==> src/hw/rtl/cfp_pkg.sv <==
// ----------------------------------------------------------------------------
// cfp_pkg
// shared types and codes for the csv field parser and its channels
// ----------------------------------------------------------------------------
package cfp_pkg;

  localparam int unsigned BYTE_W      = 8;
  localparam int unsigned KIND_W      = 2;
  localparam int unsigned CFG_IDX_W   = 4;
  localparam int unsigned QUEUE_DEPTH = 4;

  typedef logic [BYTE_W-1:0]    byte_t;
  typedef logic [KIND_W-1:0]    kind_t;
  typedef logic [CFG_IDX_W-1:0] cfg_idx_t;

  // result kinds
  localparam kind_t KIND_DATA = 2'd0;
  localparam kind_t KIND_FEND = 2'd1;
  localparam kind_t KIND_LEND = 2'd2;

  // input actions
  localparam logic ACT_CHAR = 1'b0;
  localparam logic ACT_EOL  = 1'b1;

  // configuration register indexes
  localparam cfg_idx_t CFG_DELIM = 4'd0;
  localparam cfg_idx_t CFG_QUOTE = 4'd1;

  // register reset values
  localparam byte_t DELIM_RST = 8'd44;
  localparam byte_t QUOTE_RST = 8'd34;

  typedef struct packed {
    kind_t kind;
    byte_t data_byte;
    logic  malformed;
    logic  last;
  } result_t;

endpackage

==> src/hw/rtl/cfp_in_if.sv <==
// ----------------------------------------------------------------------------
// cfp_in_if
// character channel into the parser: one character or an end of line
// ----------------------------------------------------------------------------
interface cfp_in_if;
  logic           valid;
  logic           ready;
  logic           action;
  cfp_pkg::byte_t char_byte;

  modport source (output valid, output action, output char_byte, input ready);
  modport sink   (input valid, input action, input char_byte, output ready);
endinterface

==> src/hw/rtl/cfp_out_if.sv <==
// ----------------------------------------------------------------------------
// cfp_out_if
// result channel out of the parser: field bytes, field ends and line ends
// ----------------------------------------------------------------------------
interface cfp_out_if;
  logic           valid;
  logic           ready;
  cfp_pkg::kind_t kind;
  cfp_pkg::byte_t data_byte;
  logic           malformed;
  logic           last;

  modport source (output valid, output kind, output data_byte, output malformed,
                  output last, input ready);
  modport sink   (input valid, input kind, input data_byte, input malformed,
                  input last, output ready);
endinterface

==> src/hw/rtl/cfp_cfg_if.sv <==
// ----------------------------------------------------------------------------
// cfp_cfg_if
// register write channel: register index and write data
// ----------------------------------------------------------------------------
interface cfp_cfg_if;
  logic              valid;
  logic              ready;
  cfp_pkg::cfg_idx_t index;
  cfp_pkg::byte_t    data;

  modport source (output valid, output index, output data, input ready);
  modport sink   (input valid, input index, input data, output ready);
endinterface

==> src/hw/rtl/csv_field_parser.sv <==
// ----------------------------------------------------------------------------
// csv_field_parser
// splits a line of text into fields, honouring quoted fields and doubled
// quotes, and flags malformed lines on the line end transaction
// ----------------------------------------------------------------------------
//
//   channel  dir  transaction                         payload
//   -------  ---  ----------------------------------  --------------------------
//   in_ch    in   one character or an end of line     action, char_byte
//   out_ch   out  field byte, field end or line end   kind, data_byte,
//                                                     malformed, last
//   cfg_ch   in   register write (always ready)       index, data
//
// an in_ch transaction is parsed in the cycle it is taken and its results
// enter a small result queue at that edge; the queue head drives out_ch next cycle
// a character gives at most one result, an end of line up to two; characters
// flow at one per cycle, and each two-result end of line leaves one extra queued
// in_ch is ready while the queue has room for two results, so a stall on out_ch
// or a run of ends of line holds in_ch off; reset: field start, comma, quote, empty
//
module csv_field_parser #(
  parameter int unsigned QUEUE_DEPTH = cfp_pkg::QUEUE_DEPTH  // at least 2
) (
  input  logic      clk,
  input  logic      rst_n,
  cfp_in_if.sink    in_ch,
  cfp_out_if.source out_ch,
  cfp_cfg_if.sink   cfg_ch
);

  localparam int unsigned PTR_W = (QUEUE_DEPTH > 1) ? $clog2(QUEUE_DEPTH) : 1;
  localparam int unsigned CNT_W = $clog2(QUEUE_DEPTH + 1);
  localparam logic [PTR_W-1:0] PTR_LAST   = PTR_W'(QUEUE_DEPTH - 1);
  localparam logic [CNT_W-1:0] ACCEPT_MAX = CNT_W'(QUEUE_DEPTH - 2);

  // parse modes
  localparam logic [2:0] MODE_START   = 3'd0;  // at the start of a field
  localparam logic [2:0] MODE_PLAIN   = 3'd1;  // inside an unquoted field
  localparam logic [2:0] MODE_OPENED  = 3'd2;  // opening quote just taken
  localparam logic [2:0] MODE_INQUOTE = 3'd3;  // inside a quoted field
  localparam logic [2:0] MODE_QSEEN   = 3'd4;  // quote seen inside quotes
  localparam logic [2:0] MODE_ERROR   = 3'd5;  // discarding to end of line

  // configuration registers
  cfp_pkg::byte_t delim_r;
  cfp_pkg::byte_t quote_r;

  // parser state
  logic [2:0] mode_r;
  logic [2:0] mode_nxt;

  // result queue
  cfp_pkg::result_t q_r [QUEUE_DEPTH];
  logic [PTR_W-1:0] wr_ptr_r;
  logic [PTR_W-1:0] wr_ptr_nxt;
  logic [PTR_W-1:0] rd_ptr_r;
  logic [PTR_W-1:0] rd_ptr_nxt;
  logic [CNT_W-1:0] count_r;
  logic [CNT_W-1:0] count_nxt;
  logic [PTR_W-1:0] wr_ptr_2;

  logic             in_acc;
  logic             out_acc;
  logic             is_quote;
  logic             is_delim;
  logic [1:0]       n_res;
  cfp_pkg::result_t res0;
  cfp_pkg::result_t res1;

  function automatic logic [PTR_W-1:0] ptr_inc(input logic [PTR_W-1:0] p);
    ptr_inc = (p == PTR_LAST) ? '0 : p + 1'b1;
  endfunction

  // ---------------------------------------------------------------------------
  // handshakes
  // ---------------------------------------------------------------------------
  assign in_ch.ready  = (count_r <= ACCEPT_MAX);
  assign cfg_ch.ready = 1'b1;
  assign in_acc       = in_ch.valid & in_ch.ready;
  assign out_acc      = out_ch.valid & out_ch.ready;

  // ---------------------------------------------------------------------------
  // configuration writes; unknown indexes are dropped
  // ---------------------------------------------------------------------------
  always_ff @(posedge clk) begin
    if (!rst_n) begin
      delim_r <= cfp_pkg::DELIM_RST;
      quote_r <= cfp_pkg::QUOTE_RST;
    end else if (cfg_ch.valid && cfg_ch.ready) begin
      unique case (cfg_ch.index)
        cfp_pkg::CFG_DELIM: delim_r <= cfg_ch.data;
        cfp_pkg::CFG_QUOTE: quote_r <= cfg_ch.data;
        default: ;
      endcase
    end
  end

  // ---------------------------------------------------------------------------
  // parse step: quote takes priority when delimiter and quote coincide
  // ---------------------------------------------------------------------------
  assign is_quote = (in_ch.char_byte == quote_r);
  assign is_delim = (in_ch.char_byte == delim_r) && !is_quote;

  always_comb begin
    mode_nxt = mode_r;
    n_res    = 2'd0;
    res0     = '{kind: cfp_pkg::KIND_DATA, data_byte: in_ch.char_byte,
                 malformed: 1'b0, last: 1'b1};
    res1     = '{kind: cfp_pkg::KIND_LEND, data_byte: '0,
                 malformed: 1'b0, last: 1'b1};

    if (in_ch.action == cfp_pkg::ACT_EOL) begin
      mode_nxt = MODE_START;
      if (mode_r == MODE_INQUOTE || mode_r == MODE_ERROR) begin
        // unclosed quote after field bytes, or earlier error: line end only, flagged
        n_res = 2'd1;
        res0  = '{kind: cfp_pkg::KIND_LEND, data_byte: '0,
                  malformed: 1'b1, last: 1'b1};
      end else begin
        // close the open (possibly empty) field, then end the line
        n_res = 2'd2;
        res0  = '{kind: cfp_pkg::KIND_FEND, data_byte: '0,
                  malformed: 1'b0, last: 1'b0};
      end
    end else begin
      unique case (mode_r) inside
        MODE_START: begin
          if (is_quote) begin
            mode_nxt = MODE_OPENED;
          end else if (is_delim) begin
            n_res = 2'd1;
            res0  = '{kind: cfp_pkg::KIND_FEND, data_byte: '0,
                      malformed: 1'b0, last: 1'b1};
          end else begin
            n_res    = 2'd1;
            mode_nxt = MODE_PLAIN;
          end
        end
        MODE_PLAIN: begin
          n_res = 2'd1;
          if (is_delim) begin
            res0     = '{kind: cfp_pkg::KIND_FEND, data_byte: '0,
                         malformed: 1'b0, last: 1'b1};
            mode_nxt = MODE_START;
          end
        end
        MODE_OPENED, MODE_INQUOTE: begin
          if (is_quote) begin
            mode_nxt = MODE_QSEEN;
          end else begin
            n_res    = 2'd1;
            mode_nxt = MODE_INQUOTE;
          end
        end
        MODE_QSEEN: begin
          if (is_quote) begin
            // doubled quote: one literal quote byte
            n_res    = 2'd1;
            mode_nxt = MODE_INQUOTE;
          end else if (is_delim) begin
            n_res    = 2'd1;
            res0     = '{kind: cfp_pkg::KIND_FEND, data_byte: '0,
                         malformed: 1'b0, last: 1'b1};
            mode_nxt = MODE_START;
          end else begin
            mode_nxt = MODE_ERROR;
          end
        end
        MODE_ERROR: ;
        default: mode_nxt = MODE_START;
      endcase
    end
  end

  always_ff @(posedge clk) begin
    if (!rst_n) begin
      mode_r <= MODE_START;
    end else if (in_acc) begin
      mode_r <= mode_nxt;
    end
  end

  // ---------------------------------------------------------------------------
  // result queue: up to two writes, one read per cycle
  // ---------------------------------------------------------------------------
  assign wr_ptr_2 = ptr_inc(wr_ptr_r);

  always_comb begin
    wr_ptr_nxt = wr_ptr_r;
    if (in_acc && n_res == 2'd1) begin
      wr_ptr_nxt = wr_ptr_2;
    end else if (in_acc && n_res == 2'd2) begin
      wr_ptr_nxt = ptr_inc(wr_ptr_2);
    end
    rd_ptr_nxt = out_acc ? ptr_inc(rd_ptr_r) : rd_ptr_r;
    count_nxt  = count_r + CNT_W'(in_acc ? n_res : 2'd0) - CNT_W'(out_acc);
  end

  always_ff @(posedge clk) begin
    if (!rst_n) begin
      wr_ptr_r <= '0;
      rd_ptr_r <= '0;
      count_r  <= '0;
    end else begin
      wr_ptr_r <= wr_ptr_nxt;
      rd_ptr_r <= rd_ptr_nxt;
      count_r  <= count_nxt;
    end
  end

  always_ff @(posedge clk) begin
    if (in_acc && n_res != 2'd0) begin
      q_r[wr_ptr_r] <= res0;
    end
    if (in_acc && n_res == 2'd2) begin
      q_r[wr_ptr_2] <= res1;
    end
  end

  // queue head drives the result channel
  assign out_ch.valid     = (count_r != '0);
  assign out_ch.kind      = q_r[rd_ptr_r].kind;
  assign out_ch.data_byte = q_r[rd_ptr_r].data_byte;
  assign out_ch.malformed = q_r[rd_ptr_r].malformed;
  assign out_ch.last      = q_r[rd_ptr_r].last;

endmodule

==> src/flat_wrapper.sv <==
// flat-port wrapper written by rule: the top's interface ports become plain ports
module csv_field_parser_flat 
#(
  parameter int unsigned QUEUE_DEPTH = cfp_pkg::QUEUE_DEPTH               
)
  (clk, rst_n, in_ch_valid, in_ch_action, in_ch_char_byte, in_ch_ready, out_ch_valid, out_ch_kind, out_ch_data_byte, out_ch_malformed, out_ch_last, out_ch_ready, cfg_ch_valid, cfg_ch_index, cfg_ch_data, cfg_ch_ready);
  cfp_in_if in_ch_i ();
  cfp_out_if out_ch_i ();
  cfp_cfg_if cfg_ch_i ();
  input  logic clk;
  input  logic rst_n;
  input wire logic [$bits(in_ch_i.valid)-1:0] in_ch_valid;
  input wire logic [$bits(in_ch_i.action)-1:0] in_ch_action;
  input wire logic [$bits(in_ch_i.char_byte)-1:0] in_ch_char_byte;
  output wire logic [$bits(in_ch_i.ready)-1:0] in_ch_ready;
  output wire logic [$bits(out_ch_i.valid)-1:0] out_ch_valid;
  output wire logic [$bits(out_ch_i.kind)-1:0] out_ch_kind;
  output wire logic [$bits(out_ch_i.data_byte)-1:0] out_ch_data_byte;
  output wire logic [$bits(out_ch_i.malformed)-1:0] out_ch_malformed;
  output wire logic [$bits(out_ch_i.last)-1:0] out_ch_last;
  input wire logic [$bits(out_ch_i.ready)-1:0] out_ch_ready;
  input wire logic [$bits(cfg_ch_i.valid)-1:0] cfg_ch_valid;
  input wire logic [$bits(cfg_ch_i.index)-1:0] cfg_ch_index;
  input wire logic [$bits(cfg_ch_i.data)-1:0] cfg_ch_data;
  output wire logic [$bits(cfg_ch_i.ready)-1:0] cfg_ch_ready;
  assign in_ch_i.valid = in_ch_valid;
  assign in_ch_i.action = in_ch_action;
  assign in_ch_i.char_byte = in_ch_char_byte;
  assign in_ch_ready = in_ch_i.ready;
  assign out_ch_valid = out_ch_i.valid;
  assign out_ch_kind = out_ch_i.kind;
  assign out_ch_data_byte = out_ch_i.data_byte;
  assign out_ch_malformed = out_ch_i.malformed;
  assign out_ch_last = out_ch_i.last;
  assign out_ch_i.ready = out_ch_ready;
  assign cfg_ch_i.valid = cfg_ch_valid;
  assign cfg_ch_i.index = cfg_ch_index;
  assign cfg_ch_i.data = cfg_ch_data;
  assign cfg_ch_ready = cfg_ch_i.ready;
  csv_field_parser #(.QUEUE_DEPTH(QUEUE_DEPTH)) u_core (.clk(clk), .rst_n(rst_n), .in_ch(in_ch_i), .out_ch(out_ch_i), .cfg_ch(cfg_ch_i));
endmodule
==> config.mk <==
export PLATFORM = sky130hd
export DESIGN_NAME = csv_field_parser_flat
export DESIGN_NICKNAME = d
export VERILOG_FILES = /design/src/hw/rtl/cfp_pkg.sv /design/src/hw/rtl/cfp_in_if.sv /design/src/hw/rtl/cfp_out_if.sv /design/src/hw/rtl/cfp_cfg_if.sv /design/src/hw/rtl/csv_field_parser.sv /design/src/flat_wrapper.sv
export SDC_FILE = /design/constraint.sdc
export NUM_CORES = 1
export LEC_CHECK = 0
export ABC_AREA = 0
export CORE_ASPECT_RATIO = 0.75
export CORE_MARGIN = 1.5
export CORE_UTILIZATION = 60
export DETAILED_ROUTE_END_ITERATION = 8
export DONT_BUFFER_PORTS = 1
export PLACE_DENSITY = 0.72
export SLEW_MARGIN = 10
export SYNTH_ARGS = -nofsm -noshare
export SYNTH_HDL_FRONTEND = slang
export SYNTH_SLANG_ARGS = --single-unit
==> constraint.sdc <==
create_clock -name clk -period 8.25 [get_ports clk]
set_input_delay 0.4125 -clock clk [delete_from_list [all_inputs] [get_ports clk]]
set_output_delay 0.4125 -clock clk [all_outputs]
set_load 0.05 [all_outputs]
==> out/metrics.csv, run 1 <==
metric,value,unit
Max clock buf depth,2,
PwrDens,326.1,nW/µm²
H-tree levels,3,
reg2reg start,u_core.count_r[0],
critical path type,register to register,
initial antenna violation count,0,
DP Wirelength,5309,µm
Synth Flop Type,dfxtp_1,
Post-Syn Nets,412,
XOR/XNOR share of the synthesized area,0.04936,
outcome,finished clean,
sequential-to-total area share from yosys stat,0.4083,
crit start category,register,
share of layout cells above drive strength 1,0.09973,
main combinational cell family by area after synthesis,multiplexers,
top-area cell type share of the netlist area,0.4083,
Setup Skew,0.01145,ns
via-per-instance ratio,5.784,
ranking of synthesized cells by area,"dfxtp_1, mux2i_1, mux4_2",
# IOs,41,
Post-CTS Setup Bufs,0,
most frequent cells in the layout,"dfxtp_1, nand2_1, mux2i_1",
WHS Endpoint,u_core.quote_r[5],
Final Wtd Congestion,0.7802,
Fin. Hold Viols,0,
Buf/Inv on CP,2,
# hold bufs at CTS,0,
CP peak stage delay,0.90,ns
die height,71.25,µm
critical path data arrival time,3.65,ns
Compound-Gate Fraction of Synth Area,0.08966,
DRC,0,
Num CTS Buffers,9,
Sw Pwr,478.8,µW
IO buf count,0,
syn avg cell area,9.963,µm²
Simple-Gate Fraction of Synth Area,0.1397,
Pwr Total,1295,µW
Net Sw Frac,0.3697,
asr flop ratio synth,0,
global-route wire length before repair,12590,µm
RSZ-0062 raised after global routing,no,
CTS tree,built,
grt ovf,0,
Slew headroom,0.1755,
Hold WC Path Type,primary input to register,
Worst R2R Path Depth,11,
Post-Synthesis Cells,374,
final net count,405,
GRT Util Overall,0.2507,
Final setup viols,0,
clock share of power,0.251,
cts repair resizes,0,
R2R Setup Slk,4.83,ns
Yosys cell types,50,
post-synth top area cell,dfxtp_1,
area of the die,6697,µm²
Detail Route Antenna Nets,0,
Routed WL per cell,16.63,µm
Root Driver,clkbuf_8,
Int Power,816.3,µW
Max Cap Viol,0,
Rows,24,
"most common cell after layout, fill and taps aside",dfxtp_1,
Top delay family on crit path,compound AO/OA/AOI/OAI gates,
combinational share of power,0.339,
Peak Freq,0.2920,GHz
largest net degree at the start of global routing,20,
leakage,0.001777,µW
min-delay src,rst_n,
Antenna Cells,0,
Iter 0 DRT Violations,118,
peak supply drop,0.0001520,V
Die Width,94.00,µm
sequential share of power,0.410,
crit path launch,u_core.count_r[0],
crit-path cells,"a21oi_1, and2_1, o2111a_1, o21ai_1, inv_1, ha_1, inv_1, fa_1, xnor2_1, xnor2_1, nor2_1",
Post-synth EDFFs,0,
synthesis-to-layout area growth,6.582,%
CP required,8.48,ns
placeable core area,5916,µm²
fin crit share,0.4151,
vias in the first global route,2620,
Synth Area in Adders,0.04231,
"Slew Viols, Final",0,
Worst Tran Pin Value,1.228,ns
Ys Warns,0,
Vias,2597,
setup tns final,0,ns
FF-to-FF End,u_core.count_r[2],
Critical Path Sink Type,register,
post-synthesis mux area share,0.2314,
Worst-path clk slew,0.08,ns
Initial Util,0.6299,
Crit-path slowest cell,a21oi_1,
Fill cells,469,
hold path depth,1,
Clock Sinks,76,
clk_lat worst skew,0.36,ns
TritonRoute pass-1 iters,4,
Final Critical Period,3.425,ns
crit path max fanout,13,
routed wire length,7469,µm
Synth Register Bits,76,
"Cell Area, Synth",3726,µm²
[stage by stage]
| step | hold slack (ns) | std cells | setup WS (ns) | util | instance area (µm²) |
|---|---|---|---|---|---|
| final | 0.1113 | 449 | 4.825 | 0.6713 | 3971 |
| after global routing | 0.09506 | 449 | 4.598 | 0.6713 | 3971 |
| after CTS | 0.1005 | 449 | 4.794 | 0.6713 | 3971 |
| after detailed placement | 0.4539 | 434 | 4.839 | 0.6318 | 3737 |
| after global placement | 0.4427 | 434 | 4.931 | 0.6318 | 3737 |
| after floorplan | 0.4252 | 374 | 5.085 | - | 3726 |
[logic make-up after synthesis]
family / after synthesis
simple gates: 114
flops: 76
mux: 71
compound gates: 47
buf+inv: 32
xor+xnor: 21
fa+ha+maj: 12
other cells: 1
[cells in the mapped netlist (2+ instances only)]
library cell	count
dfxtp_1	76
nand2_1	67
mux2i_1	58
nor2_1	19
a21oi_1	14
inv_1	12
mux4_2	12
xnor2_1	12
ha_1	11
clkbuf_1	10
xor2_1	9
nand3_1	6
nor3_1	6
o211ai_1	6
o21ai_0	4
o21ai_1	4
and2_1	3
buf_2	3
buf_4	3
nand2b_1	3
o21a_1	3
a211oi_1	2
buf_1	2
nand4_1	2
nor4_4	2
[area by class of cell]
cell class	instances	area, µm²	share of cell area
multi-input combinational	266	2062	0.5192
sequential	76	1521	0.3831
clock buffer	12	165.2	0.04159
tap	78	97.59	0.02457
clock inverter	3	68.82	0.01733
inverter	13	48.80	0.01229
timing repair buffer	1	7.507	0.001890
[power groups by stage]
| stage | logic (µW) | clock network [µW] | registers [µW] |
|---|---|---|---|
| global route | 478 | 349 | 544 |
| finish | 439 | 325 | 531 |
| global placement | 431 | 0 | 534 |
| detailed placement | 440 | 0 | 538 |
| floorplan | 411 | 0 | 508 |
| CTS | 443 | 331 | 531 |
[registers in the layout, indices dropped and copies added (netlist names), named ones only]
register,cells
u_core.count_r,3
u_core.delim_r,8
u_core.mode_r,3
u_core.q_r,48
u_core.quote_r,8
u_core.rd_ptr_r,2
u_core.wr_ptr_r,2
[worst max path at each step]
stage,endpoint,cells past startpoint
4_1_cts,u_core.count_r[2],11
3_5_place_dp,u_core.count_r[2],11
2_1_floorplan,u_core.count_r[2],13
3_3_place_gp,u_core.count_r[2],11
5_1_grt,u_core.count_r[2],11
6_report,u_core.count_r[2],11
[worst register-to-register path, cell delays in order (launching register included)]
cell and delay, ns:
dfxtp_1 0.32, a21oi_1 0.90, and2_1 0.38, o2111a_1 0.54, o21ai_1 0.16, inv_1 0.08
ha_1 0.13, inv_1 0.04, fa_1 0.37, xnor2_1 0.18, xnor2_1 0.14, nor2_1 0.05
[per-layer routing]
layer  up-vias  wire, µm  GRT usage
met2        56      3491     0.4074
met5         -         0          0
li1       1287         -          -
met3         9       429    0.09554
met4         0       107    0.08624
met1      1245      3441     0.3081
No activity file was read; power rests on OpenSTA's default activity.
==> inputs of run 2 (changes only) <==
- clock period: 8.25 -> 3.4 ns (I/O delays scaled with it)
==> run 2 against run 1 <==
  * Critical path depth did not move
  * First-iteration DRC count grew 67%
  * Clock power grew to 2.6 times the previous value
  * Clock skew shrank 0.0038 ns
  * Setup slack got worse by 4.1 ns
  * Sequential share of layout area decreased by 1.6 points
  * Global-route usage rose by 0.24 points
  * Power rose to 2.5 times the previous value
  * Die area unchanged
  * Core utilization rose by 2.9 points
  * Final cell count up 3.8%
  * Non-clock buffer count increased by 16
  * Critical path type unchanged
==> out/metrics.csv, run 2 (synthesized netlist as in run 1, its figures left out) <==
metric,value,unit,change
critical path data arrival time,2.86,ns,-0.79 ns
Worst-path clk slew,0.09,ns,about the same
IO buf count,0,,unchanged
Fin. Hold Viols,0,,unchanged
CP required,3.63,ns,-4.85 ns
met1 Usage GRT,0.3347,,+0.02663
Crit-path slowest cell,or3_1,,
Peak Freq,0.3805,GHz,+30%
final net count,421,,+4.0%
vias in the first global route,2614,,-0.23%
"most common cell after layout, fill and taps aside",dfxtp_1,,
clock share of power,0.261,,+0.010
# IOs,41,,unchanged
Worst Tran Pin Value,0.8070,ns,-0.4215 ns
Num CTS Buffers,9,,unchanged
grt ovf,0,,unchanged
Final WS setup,0.7721,ns,-4.053 ns
Final setup viols,0,,unchanged
CP peak stage delay,0.61,ns,-0.29 ns
Util after Layout,0.7001,,+0.02876
Largest register FFs,48,,unchanged
Int Power,2026,µW,+150%
RSZ-0062 raised after global routing,no,,
R2R Setup Slk,0.77,ns,-4.05 ns
Routed WL per cell,17.05,µm,+2.5%
crit-path cells,"or3_1, nand2_1, inv_1, ha_1, inv_1, ha_1, inv_1, fa_1, xnor2_1, xnor2_1, nor2_1",,
Detail Route Antenna Nets,0,,unchanged
largest register by flop count,u_core.q_r,,
initial antenna violation count,0,,unchanged
routed wire length,7945,µm,+6.4%
DRC,0,,unchanged
Top delay family on crit path,simple AND/OR/NAND/NOR gates,,
H-tree levels,3,,unchanged
largest net degree at the start of global routing,20,,unchanged
met3 usage,0.07962,,-0.01592
Pwr Total,3240,µW,+150%
Max clock buf depth,2,,unchanged
area of the die,6697,µm²,unchanged
setup tns final,0,ns,unchanged
"Slew Viols, Final",0,,unchanged
Root Driver,clkbuf_8,,
largest registers,"u_core.q_r: 48 flops, u_core.delim_r: 8 flops, u_core.quote_r: 8 flops",,
Setup WS pre-CTS,0.7692,ns,-4.070 ns
# hold bufs at CTS,11,,+11
Clock Sinks,76,,unchanged
Final Critical Period,2.628,ns,-0.7967 ns
Iter 0 DRT Violations,197,,+67%
synthesis-to-layout area growth,11.15,%,
placeable core area,5916,µm²,unchanged
clk_lat worst skew,0.36,ns,about the same
die height,71.25,µm,unchanged
Hold WC Path Type,primary input to register,,
share of layout cells above drive strength 1,0.1108,,+0.01109
crit start category,register,,
Buf/Inv on CP,3,,+1
Die Width,94.00,µm,unchanged
crit path max fanout,4,,-9
via-per-instance ratio,5.807,,+0.40%
Worst path most repeated cell,inv_1,,
global-route wire length before repair,12830,µm,+1.9%
combinational share of power,0.341,,+0.002
most frequent cells in the layout,"dfxtp_1, nand2_1, mux2i_1",,
fin crit share,0.7729,,+0.3578
sequential share of power,0.397,,-0.013
TritonRoute pass-1 iters,4,,unchanged
peak supply drop,0.0004931,V,+220%
cts repair resizes,0,,unchanged
Max Cap Viol,0,,unchanged
Sw Pwr,1214,µW,+150%
outcome,finished clean,,
Rows,24,,unchanged
Antenna Cells,0,,unchanged
critical path type,register to register,,
PwrDens,782.4,nW/µm²,+140%
met2 usage,0.4090,,+0.001610
leakage,0.001846,µW,+3.9%
CTS tree,built,,
GRT Util Overall,0.2531,,+0.002391
Net Sw Frac,0.3748,,+0.005099
Post-CTS Setup Bufs,0,,unchanged
Initial Util,0.6299,,unchanged
Vias,2706,,+4.2%
grt peak-use layer,met2,,
DP Wirelength,5623,µm,+5.9%
Critical Path Sink Type,register,,
Final Wtd Congestion,0.8531,,+9.3%
Setup Skew,0.007665,ns,-0.003784 ns
Slew headroom,0.4613,,+0.2858
[run 2: changes by cell type in the layout (fill, tap and decap cells not counted), sizes merged]
cell / previous run / this run
buf: 1 / 6
clkinv: 2 / 3
dlygate4sd3: 0 / 11
clkinvlp: 0 / 1
inv: 12 / 13
clkbuf: 12 / 9
bufinv: 2 / 3
[run 2: area by class of cell]
type	instances	area, µm²
Timing Repair Buffer	17	155.1
Clock inverter	7	123.9
Tap cell	78	97.59
Fill cell	475	1774
Clock buffer	9	123.9
Inverter	13	48.80
Multi-Input combinational cell	266	2071
Sequential cell	76	1521
[run 2: worst paths after layout]
check,start,to,cells past startpoint
min,in_ch_char_byte[7],u_core.q_r[1][9],2
max reg2reg,u_core.count_r[2],u_core.count_r[2],11
min reg2reg,u_core.q_r[2][7],u_core.q_r[2][7],2
max,u_core.count_r[2],u_core.count_r[2],11
[run 2: power groups by stage]
stage	clock, µW	sequential, µW	combinational (µW)
floorplan	0	1230	997
global route	895	1320	1190
detailed placement	0	1310	1100
global placement	0	1300	1070
CTS	861	1290	1110
finish	847	1290	1110
[run 2: metal layers]
layer,vias to the layer above,share of wire
met2,71,0.47
li1,1324,-
met1,1301,0.45
met5,-,0
met3,10,0.067
met4,0,0.011
[run 2: metrics by stage]
stage	instances	area [µm²]	hold slack, ns
final	466	4141	0.03641
after global routing	466	4141	0.02553
after CTS	466	4133	0.01584
after detailed placement	439	3775	0.2383
after global placement	439	3775	0.2340
after floorplan	374	3726	0.2951
